==> config.mk <==
export PLATFORM = sky130hd
export DESIGN_NAME = quantized_temp_ramp_estimator_top
export DESIGN_NICKNAME = d
export VERILOG_FILES = /design/src/hdl/qtre_pkg.sv /design/src/hdl/qtre_div.sv /design/src/hdl/qtre_chan.sv /design/src/hdl/quantized_temp_ramp_estimator_top.sv
export SDC_FILE = /design/constraint.sdc
export NUM_CORES = 1
export LEC_CHECK = 0
export BUFFER_PORTS_ARGS = -buffer_cell sky130_fd_sc_hd__buf_2
export CELL_PAD_IN_SITES_DETAIL_PLACEMENT = 2
export CELL_PAD_IN_SITES_GLOBAL_PLACEMENT = 2
export CORE_MARGIN = 2
export CORE_UTILIZATION = 43
export DETAILED_ROUTE_END_ITERATION = 8
export PLACE_DENSITY = 0.84
export SKIP_LAST_GASP = 1
export SLEW_MARGIN = 20
export SYNTH_ARGS = -nofsm -noshare
export SYNTH_HDL_FRONTEND = slang
export SYNTH_HIERARCHICAL = 1
export SYNTH_SLANG_ARGS = --single-unit
==> constraint.sdc <==
create_clock -name clk -period 7.8 [get_ports clk]
set_input_delay 0.78 -clock clk [delete_from_list [all_inputs] [get_ports clk]]
set_output_delay 0.78 -clock clk [all_outputs]
set_load 0.1 [all_outputs]
==> src/hdl/qtre_pkg.sv <==
// Shared types and constants for the quantized temperature ramp estimator.
package qtre_pkg;

  localparam int TEMP_W       = 8;
  localparam int EST_W        = 18;
  localparam int CFG_W        = 11;
  localparam int CFG_IDX_W    = 1;
  localparam int COUNT_WIDTH_DEF = 16;
  localparam int FRAC_BITS_DEF   = 8;

  localparam logic [CFG_W-1:0] RAMP_BAND_RST   = 11'd256;
  localparam logic [CFG_W-1:0] HOLD_OFFSET_RST = 11'd282;

  typedef enum logic [CFG_IDX_W-1:0] {
    REG_RAMP_BAND   = 1'b0,
    REG_HOLD_OFFSET = 1'b1
  } cfg_reg_t;

  typedef struct packed {
    logic [CFG_W-1:0] ramp_band;
    logic [CFG_W-1:0] hold_offset;
  } chan_cfg_t;

endpackage

==> src/hdl/qtre_div.sv <==
// Shared restoring divider, one quotient bit per cycle.
module qtre_div import qtre_pkg::*; #(
  parameter int DIVD_W = 16,
  parameter int DIVS_W = 16
) (
  input  logic              clk,
  input  logic              rst_n,
  input  logic              start,
  input  logic [DIVD_W-1:0] dividend,
  input  logic [DIVS_W-1:0] divisor,
  output logic              done,
  output logic [DIVD_W-1:0] quot
);

  localparam int CNT_W = $clog2(DIVD_W);

  logic              busy_r, busy_nxt;
  logic              done_r, done_nxt;
  logic [CNT_W-1:0]  cnt_r, cnt_nxt;
  logic [DIVS_W-1:0] rem_r, rem_nxt;
  logic [DIVS_W-1:0] dvs_r, dvs_nxt;
  logic [DIVD_W-1:0] quo_r, quo_nxt;
  logic [DIVS_W:0]   trial;
  logic [DIVS_W:0]   diff;

  always_comb begin
    busy_nxt = busy_r;
    done_nxt = 1'b0;
    cnt_nxt  = cnt_r;
    rem_nxt  = rem_r;
    dvs_nxt  = dvs_r;
    quo_nxt  = quo_r;
    trial    = {rem_r, quo_r[DIVD_W-1]};
    diff     = trial - {1'b0, dvs_r};
    if (start) begin
      busy_nxt = 1'b1;
      cnt_nxt  = '0;
      rem_nxt  = '0;
      quo_nxt  = dividend;
      // a zero interval divides as one
      dvs_nxt  = (divisor == '0) ? DIVS_W'(1) : divisor;
    end else if (busy_r) begin
      if (!diff[DIVS_W]) begin
        rem_nxt = diff[DIVS_W-1:0];
        quo_nxt = {quo_r[DIVD_W-2:0], 1'b1};
      end else begin
        rem_nxt = trial[DIVS_W-1:0];
        quo_nxt = {quo_r[DIVD_W-2:0], 1'b0};
      end
      cnt_nxt = cnt_r + CNT_W'(1);
      if (cnt_r == CNT_W'(DIVD_W-1)) begin
        busy_nxt = 1'b0;
        done_nxt = 1'b1;
      end
    end
  end

  always_ff @(posedge clk) begin
    if (!rst_n) begin
      busy_r <= 1'b0;
      done_r <= 1'b0;
      cnt_r  <= '0;
    end else begin
      busy_r <= busy_nxt;
      done_r <= done_nxt;
      cnt_r  <= cnt_nxt;
    end
    rem_r <= rem_nxt;
    dvs_r <= dvs_nxt;
    quo_r <= quo_nxt;
  end

  assign done = done_r;
  assign quot = quo_r;

endmodule

==> src/hdl/qtre_chan.sv <==
// Per-channel state and estimate update.
module qtre_chan import qtre_pkg::*; #(
  parameter int COUNT_WIDTH = COUNT_WIDTH_DEF,
  parameter int FRAC_BITS   = FRAC_BITS_DEF
) (
  input  logic                          clk,
  input  logic                          rst_n,
  input  logic                          commit,
  input  logic [TEMP_W-1:0]             reading,
  input  logic [TEMP_W+FRAC_BITS-1:0]   inc,
  input  chan_cfg_t                     cfg,
  output logic [TEMP_W-1:0]             step,
  output logic [COUNT_WIDTH-1:0]        interval,
  output logic signed [EST_W-1:0]       estimate
);

  localparam int INC_W = TEMP_W + FRAC_BITS;
  // wide enough for base + band, estimate + increment, with sign
  localparam int IW = ((INC_W > EST_W) ? INC_W : EST_W) + 3;

  logic [TEMP_W-1:0]       prior_r, prior_nxt;
  logic [TEMP_W-1:0]       step_r, step_nxt;
  logic [COUNT_WIDTH-1:0]  intv_r, intv_nxt;
  logic [COUNT_WIDTH-1:0]  ticks_r, ticks_nxt;
  logic                    rising_r, rising_nxt;
  logic signed [EST_W-1:0] est_r, est_nxt;

  logic signed [IW-1:0] base_s;
  logic signed [IW-1:0] cur_s;
  logic signed [IW-1:0] band_s;
  logic signed [IW-1:0] hold_s;
  logic signed [IW-1:0] inc_s;
  logic signed [IW-1:0] raw_s;
  logic                 up;

  always_comb begin
    base_s     = signed'({{(IW-INC_W){1'b0}}, reading, {FRAC_BITS{1'b0}}});
    cur_s      = IW'(est_r);
    band_s     = signed'({{(IW-CFG_W){1'b0}}, cfg.ramp_band});
    hold_s     = signed'({{(IW-CFG_W){1'b0}}, cfg.hold_offset});
    inc_s      = signed'({{(IW-INC_W){1'b0}}, inc});
    up         = reading > prior_r;
    prior_nxt  = reading;
    step_nxt   = step_r;
    intv_nxt   = intv_r;
    ticks_nxt  = ticks_r;
    rising_nxt = rising_r;
    raw_s      = cur_s;
    if (reading != prior_r) begin
      step_nxt   = up ? (reading - prior_r) : (prior_r - reading);
      intv_nxt   = ticks_r;
      ticks_nxt  = '0;
      rising_nxt = up;
      raw_s      = base_s;
    end else begin
      if (ticks_r != '1) ticks_nxt = ticks_r + COUNT_WIDTH'(1);
      if (rising_r) begin
        raw_s = (cur_s < base_s + band_s) ? cur_s + inc_s : base_s + hold_s;
      end else begin
        raw_s = (cur_s > base_s - band_s) ? cur_s - inc_s : base_s - hold_s;
      end
    end
    // saturate to the 18 bit range
    if (raw_s[IW-1:EST_W-1] == '0 || raw_s[IW-1:EST_W-1] == '1) begin
      est_nxt = raw_s[EST_W-1:0];
    end else if (raw_s[IW-1]) begin
      est_nxt = {1'b1, {(EST_W-1){1'b0}}};
    end else begin
      est_nxt = {1'b0, {(EST_W-1){1'b1}}};
    end
  end

  always_ff @(posedge clk) begin
    if (!rst_n) begin
      prior_r  <= '0;
      step_r   <= '0;
      intv_r   <= '0;
      ticks_r  <= '0;
      rising_r <= 1'b0;
      est_r    <= '0;
    end else if (commit) begin
      prior_r  <= prior_nxt;
      step_r   <= step_nxt;
      intv_r   <= intv_nxt;
      ticks_r  <= ticks_nxt;
      rising_r <= rising_nxt;
      est_r    <= est_nxt;
    end
  end

  assign step     = step_r;
  assign interval = intv_r;
  assign estimate = est_nxt;

endmodule

==> src/hdl/quantized_temp_ramp_estimator_top.sv <==
// Top level of the two-channel quantized temperature ramp estimator.
//
// Usage: each input item carries two whole-degree readings (in_temp_a,
// in_temp_b); each one yields exactly one result item with two smoothed
// estimates in 1/2^FRAC_BITS degree, 18 bit two's complement.
// Channels use valid/stall; an item moves on an edge with valid high and
// stall low. in_stall is high while an item is being worked on.
// Timing: one shared serial divider forms step/interval for channel A,
// then channel B, one quotient bit per cycle. The next item is accepted
// only once the state has gone from ST_DIV_A through ST_DIV_B and
// ST_COMMIT back to ST_IDLE; the result is registered at commit.
// The result sits in an output register, so a new item can be accepted
// while the previous result is still stalled; the next result then waits
// (and state is not updated) until the register is taken.
// Reset (rst_n low, synchronous) clears all channel state, returns
// ramp_band to 256 and hold_offset to 282 and empties the output.
// Configuration: cfg_we with cfg_index/cfg_data, write only while idle.
module quantized_temp_ramp_estimator_top import qtre_pkg::*; #(
  parameter int COUNT_WIDTH = COUNT_WIDTH_DEF,
  parameter int FRAC_BITS   = FRAC_BITS_DEF
) (
  input  logic                    clk,
  input  logic                    rst_n,
  input  logic                    cfg_we,
  input  logic [CFG_IDX_W-1:0]    cfg_index,
  input  logic [CFG_W-1:0]        cfg_data,
  input  logic                    in_valid,
  output logic                    in_stall,
  input  logic [TEMP_W-1:0]       in_temp_a,
  input  logic [TEMP_W-1:0]       in_temp_b,
  output logic                    out_valid,
  input  logic                    out_stall,
  output logic signed [EST_W-1:0] out_estimate_a,
  output logic signed [EST_W-1:0] out_estimate_b
);

  localparam int DIVD_W = TEMP_W + FRAC_BITS;

  typedef enum logic [3:0] {
    ST_IDLE   = 4'b0001,
    ST_DIV_A  = 4'b0010,
    ST_DIV_B  = 4'b0100,
    ST_COMMIT = 4'b1000
  } seq_state_t;

  seq_state_t state_r, state_nxt;

  chan_cfg_t cfg_r;

  logic [TEMP_W-1:0]       temp_a_r, temp_b_r;
  logic [DIVD_W-1:0]       inc_a_r;
  logic                    out_valid_r;
  logic signed [EST_W-1:0] est_a_out_r, est_b_out_r;

  logic                    accept;
  logic                    commit;
  logic                    div_start;
  logic                    div_done;
  logic [DIVD_W-1:0]       div_quot;
  logic [DIVD_W-1:0]       div_dividend;
  logic [COUNT_WIDTH-1:0]  div_divisor;

  logic [TEMP_W-1:0]       step_a, step_b;
  logic [COUNT_WIDTH-1:0]  intv_a, intv_b;
  logic signed [EST_W-1:0] est_a, est_b;

  assign in_stall = (state_r != ST_IDLE);
  assign accept   = in_valid && !in_stall;
  // state moves forward only once the output register can take the item
  assign commit   = (state_r == ST_COMMIT) && (!out_valid_r || !out_stall);

  assign div_start = accept || ((state_r == ST_DIV_A) && div_done);

  // operands: channel A at acceptance, channel B after
  always_comb begin
    if (state_r == ST_IDLE) begin
      div_dividend = {step_a, {FRAC_BITS{1'b0}}};
      div_divisor  = intv_a;
    end else begin
      div_dividend = {step_b, {FRAC_BITS{1'b0}}};
      div_divisor  = intv_b;
    end
  end

  always_comb begin
    state_nxt = state_r;
    unique case (state_r)
      ST_IDLE:   if (accept) state_nxt = ST_DIV_A;
      ST_DIV_A:  if (div_done) state_nxt = ST_DIV_B;
      ST_DIV_B:  if (div_done) state_nxt = ST_COMMIT;
      ST_COMMIT: if (commit) state_nxt = ST_IDLE;
      default:   state_nxt = ST_IDLE;
    endcase
  end

  always_ff @(posedge clk) begin
    if (!rst_n) begin
      state_r           <= ST_IDLE;
      out_valid_r       <= 1'b0;
      cfg_r.ramp_band   <= RAMP_BAND_RST;
      cfg_r.hold_offset <= HOLD_OFFSET_RST;
    end else begin
      state_r <= state_nxt;
      if (commit) out_valid_r <= 1'b1;
      else if (!out_stall) out_valid_r <= 1'b0;
      if (cfg_we) begin
        unique case (cfg_reg_t'(cfg_index))
          REG_RAMP_BAND:   cfg_r.ramp_band   <= cfg_data;
          REG_HOLD_OFFSET: cfg_r.hold_offset <= cfg_data;
          default: ;
        endcase
      end
    end
  end

  // payload registers
  always_ff @(posedge clk) begin
    if (accept) begin
      temp_a_r <= in_temp_a;
      temp_b_r <= in_temp_b;
    end
    if ((state_r == ST_DIV_A) && div_done) inc_a_r <= div_quot;
    if (commit) begin
      est_a_out_r <= est_a;
      est_b_out_r <= est_b;
    end
  end

  qtre_div #(
    .DIVD_W (DIVD_W),
    .DIVS_W (COUNT_WIDTH)
  ) u_div (
    .clk      (clk),
    .rst_n    (rst_n),
    .start    (div_start),
    .dividend (div_dividend),
    .divisor  (div_divisor),
    .done     (div_done),
    .quot     (div_quot)
  );

  qtre_chan #(
    .COUNT_WIDTH (COUNT_WIDTH),
    .FRAC_BITS   (FRAC_BITS)
  ) u_chan_a (
    .clk      (clk),
    .rst_n    (rst_n),
    .commit   (commit),
    .reading  (temp_a_r),
    .inc      (inc_a_r),
    .cfg      (cfg_r),
    .step     (step_a),
    .interval (intv_a),
    .estimate (est_a)
  );

  // channel B's quotient stays in the divider until the next start
  qtre_chan #(
    .COUNT_WIDTH (COUNT_WIDTH),
    .FRAC_BITS   (FRAC_BITS)
  ) u_chan_b (
    .clk      (clk),
    .rst_n    (rst_n),
    .commit   (commit),
    .reading  (temp_b_r),
    .inc      (div_quot),
    .cfg      (cfg_r),
    .step     (step_b),
    .interval (intv_b),
    .estimate (est_b)
  );

  assign out_valid      = out_valid_r;
  assign out_estimate_a = est_a_out_r;
  assign out_estimate_b = est_b_out_r;

endmodule

==> results.md <==
- Status: finished, final reports clean
- Util after Layout: 47.1%
- Hold Buf Count CTS: 0
- FFs w/ async S/R, synth: 0%
- Total clock buffers created by CTS: 34
- Leakage power: 0.00947 uW
- Req. time, crit path: just over 8 ns
- Final non-filler cell total: 3188
- RSZ-0062 raised after global routing: no
- Most used DFF post-synth: dfxtp_1
- Hold Fails Final Rpt: 0
- First-pass GRT wire length: 141 mm
- Antenna viol nets, final: 0
- DR DRC count: 0
- Area leader, netlist: dfxtp_1
- Period utilisation layout: 81.4%
- Postcts setup bufs: 0
- TritonCTS Sinks: 283
- Critical path cell sequence: ha_1, a41oi_1, o21bai_1, a21oi_1, nand3_1, xnor2_1, ha_1, nand4_1, o31ai_1, nand2_1, o311ai_1, or2_1, inv_1, o21ai_0
- Max-cap viol count: 0
- Clock root cell: clkbuf_16
- Syn. warnings: 6
- Die Height: 228 um
- Top post-synthesis cells by count: nand2_1 (255), ha_1 (209), dfxtp_1 (183), inv_1 (183), nor2_1 (167)
- Worst-Margin Slew: 1.14 ns
- Routability cong.: 0.934
- Congestion Overflow GR: 0
- Final count of negative-setup-slack endpoints: 0
- CTS resizes: 0
- Die X-Extent: between 200 and 250 um
- Crit path largest cell delay: roughly 0.70 ns
- Register area share after synthesis: 30.9%
- Total Nets Final: 2745
- Dpl cells: 3125
- WS Path Type: reg -> reg
- 1st-iter DRT viols: 1474
- Layout cells sized above 1: 10.3%
- Number of enable flip-flop cells after synthesis: 100
- Max IR drop VDD: 0.151 mV
- Unique masters post-synth: 107
- Routed WL per cell: 29.1 um
- Initial antenna violation count: 4
- Synth top area share: 17.0%
- All-Layer GR Usage: a little over a third
- Most common cell in the netlist: nand2_1
- Worst relative slew slack: 24.0%
- Yosys reg bits: about 280
- Row count: 82
- Pwr Density: 196 mW/mm2
- Reg clk slew, reported paths: 0.07 ns
- Avg Inst Size Synth: 8.64 um2
- Worst skew pair latency: between 0.5 and 0.6 ns
- Vias/cell: 6.39
- HPWL after DPL: 63.3 mm
- Largest cells by area after synthesis: dfxtp_1 (17%), edfxtp_1 (14%), ha_1 (12%)
- Router iterations before antenna repair: 5
- Cell Area, Synth: between 0.02 and 0.025 mm2
- Critical path launch point type: register
- Area growth syn-to-layout: 9.00%
- Final min period: 6.35 ns
- Post-synthesis cell count: 2495
- Pin count of the biggest net entering global routing: 103
- Fmax: 157 MHz
- Slew Viols, Final: 0
- H-tree depth: 2
- Arrival time worst endpoint: around 6.7 ns
- Vias in the first global route: between 20k and 25k
- CTS tree: yes
- Ports: 71
- Port bufs: 70
- DIE AREA: 0.0520 mm2
- Total Wirelength: 92.7 mm
- Starting Density: ~43%
- Maximum buffer depth of the clock tree: 3
- Vias: slightly above 20k
- Clk_skew: 0.0328 ns
- HP Class: in -> reg
- Worst setup EP type: register
- Crit path max fanout: 21
- Post-route setup TNS: 0 ns
- Slowest CP cell: o31ai_1
- Crit path top cell by count: ha_1
- Core area: between 0.04 and 0.05 mm2
-- sequential cells by signal, summed over array words and instances (netlist names), 8 cells and up --
| signal | flops |
|---|---|
| cfg_r | 22 |
| inc_a_r | 16 |
| out_estimate_a | 18 |
| out_estimate_b | 18 |
| temp_a_r | 8 |
| temp_b_r | 8 |
| u_chan_a/est_r | 18 |
| u_chan_a/interval | 16 |
| u_chan_a/prior_r | 8 |
| u_chan_a/step | 8 |
| u_chan_a/ticks_r | 16 |
| u_chan_b/est_r | 18 |
| u_chan_b/interval | 16 |
| u_chan_b/prior_r | 8 |
| u_chan_b/step | 8 |
| u_chan_b/ticks_r | 16 |
| u_div/dvs_r | 16 |
| u_div/quot | 16 |
| u_div/rem_r | 16 |
-- worst max-delay path, delay by kind of cell, from the launching register on --
family,cells,cell delay [ns]
flip-flops,1,0.62
AO/OA/AOI/OAI,6,2.78
AND/OR/NAND/NOR,4,1.56
adder cells (fa/ha/maj),2,0.82
buffers and inverters,1,0.17
XOR/XNOR,1,0.17
-- metal layers --
layer  up-vias  GRT usage, %  part of all wire, %
met5         -             0                0.025
met4         4          16.8                  4.9
met3       300          6.34                  6.1
met2       844          59.8                   49
met1     10300          41.8                   40
li1       8892             -                    -
-- cell families (layout without fill, tap and decap cells) --
kind of cell | after synthesis | count (layout) | synth area share, %
AND/OR/NAND/NOR | 783 | 783 | 17.7
AO/OA/AOI/OAI | 635 | 635 | 20.7
buffers and inverters | 325 | 338 | 6.12
flip-flops | 283 | 283 | 30.9
adder cells (fa/ha/maj) | 222 | 222 | 13.3
XOR/XNOR | 152 | 152 | 6.21
multiplexers | 94 | 94 | 5.01
other | 1 | 9 | 0.0174
-- area by class of cell --
class                   count  area (um2)
diodes                      1        2.50
clock buffers              48         943
clock inverters            13         186
fillers                  5480       26400
inverters                 191         717
multi-input cells        1894       13700
flip-flops and latches    283        6670
well taps                 672         841
repair buffers             86         493
-- worst paths after layout --
path	from	slack, ns	depth (start not counted)	to
worst max-delay path	temp_b_r[0]	1.45	14	out_estimate_b[9]
worst min-delay path	in_temp_a[2]	0.36	1	temp_a_r[2]
worst max register to register	temp_b_r[0]	1.45	14	out_estimate_b[9]
worst min register to register	u_chan_a/interval[12]	0.48	2	u_chan_a/interval[12]
-- metrics by stage --
stage / power (uW) / setup WS (ns) / hold WS [ns] / instance area, um2
after CTS: 4600 / 1.38 / 0.348 / 23500
after detailed placement: 2860 / 2.06 / 0.468 / 22400
final: 4600 / 1.45 / 0.364 / 23500
after floorplan: 2510 / 3.32 / 0.425 / 21600
after global routing: 4780 / 1.28 / 0.357 / 23500
after global placement: 2780 / 2.42 / 0.450 / 22300
-- report_power, final --
part	switching (uW)	internal, uW	total, uW
Combinational	747	420	1170
Sequential	133	1610	1740
Clock	738	958	1700
Total	1620	2980	4600
-- layout by cell type (no fill, tap or decap), types with 11 or more instances in the layout --
master,count
nand2_1,255
ha_1,209
inv_1,183
dfxtp_1,183
nor2_1,167
a21oi_1,161
xnor2_1,116
o21ai_0,111
edfxtp_1,100
buf_2,69
nand3_1,68
nor2b_1,55
nor3_1,48
mux2i_1,40
a21boi_0,39
mux2_2,35
clkbuf_16,34
xor2_1,34
nand4_1,33
or3_1,30
a211oi_1,30
nand2b_1,23
o211ai_1,22
a22o_1,22
a31oi_1,21
and2_1,20
a21o_1,20
mux2_4,19
o31ai_1,17
o21a_1,16
nor4_1,16
buf_4,15
o21bai_1,14
a311oi_1,13
fa_1,13
o211a_1,11
Power figures use the tool's default switching activity.
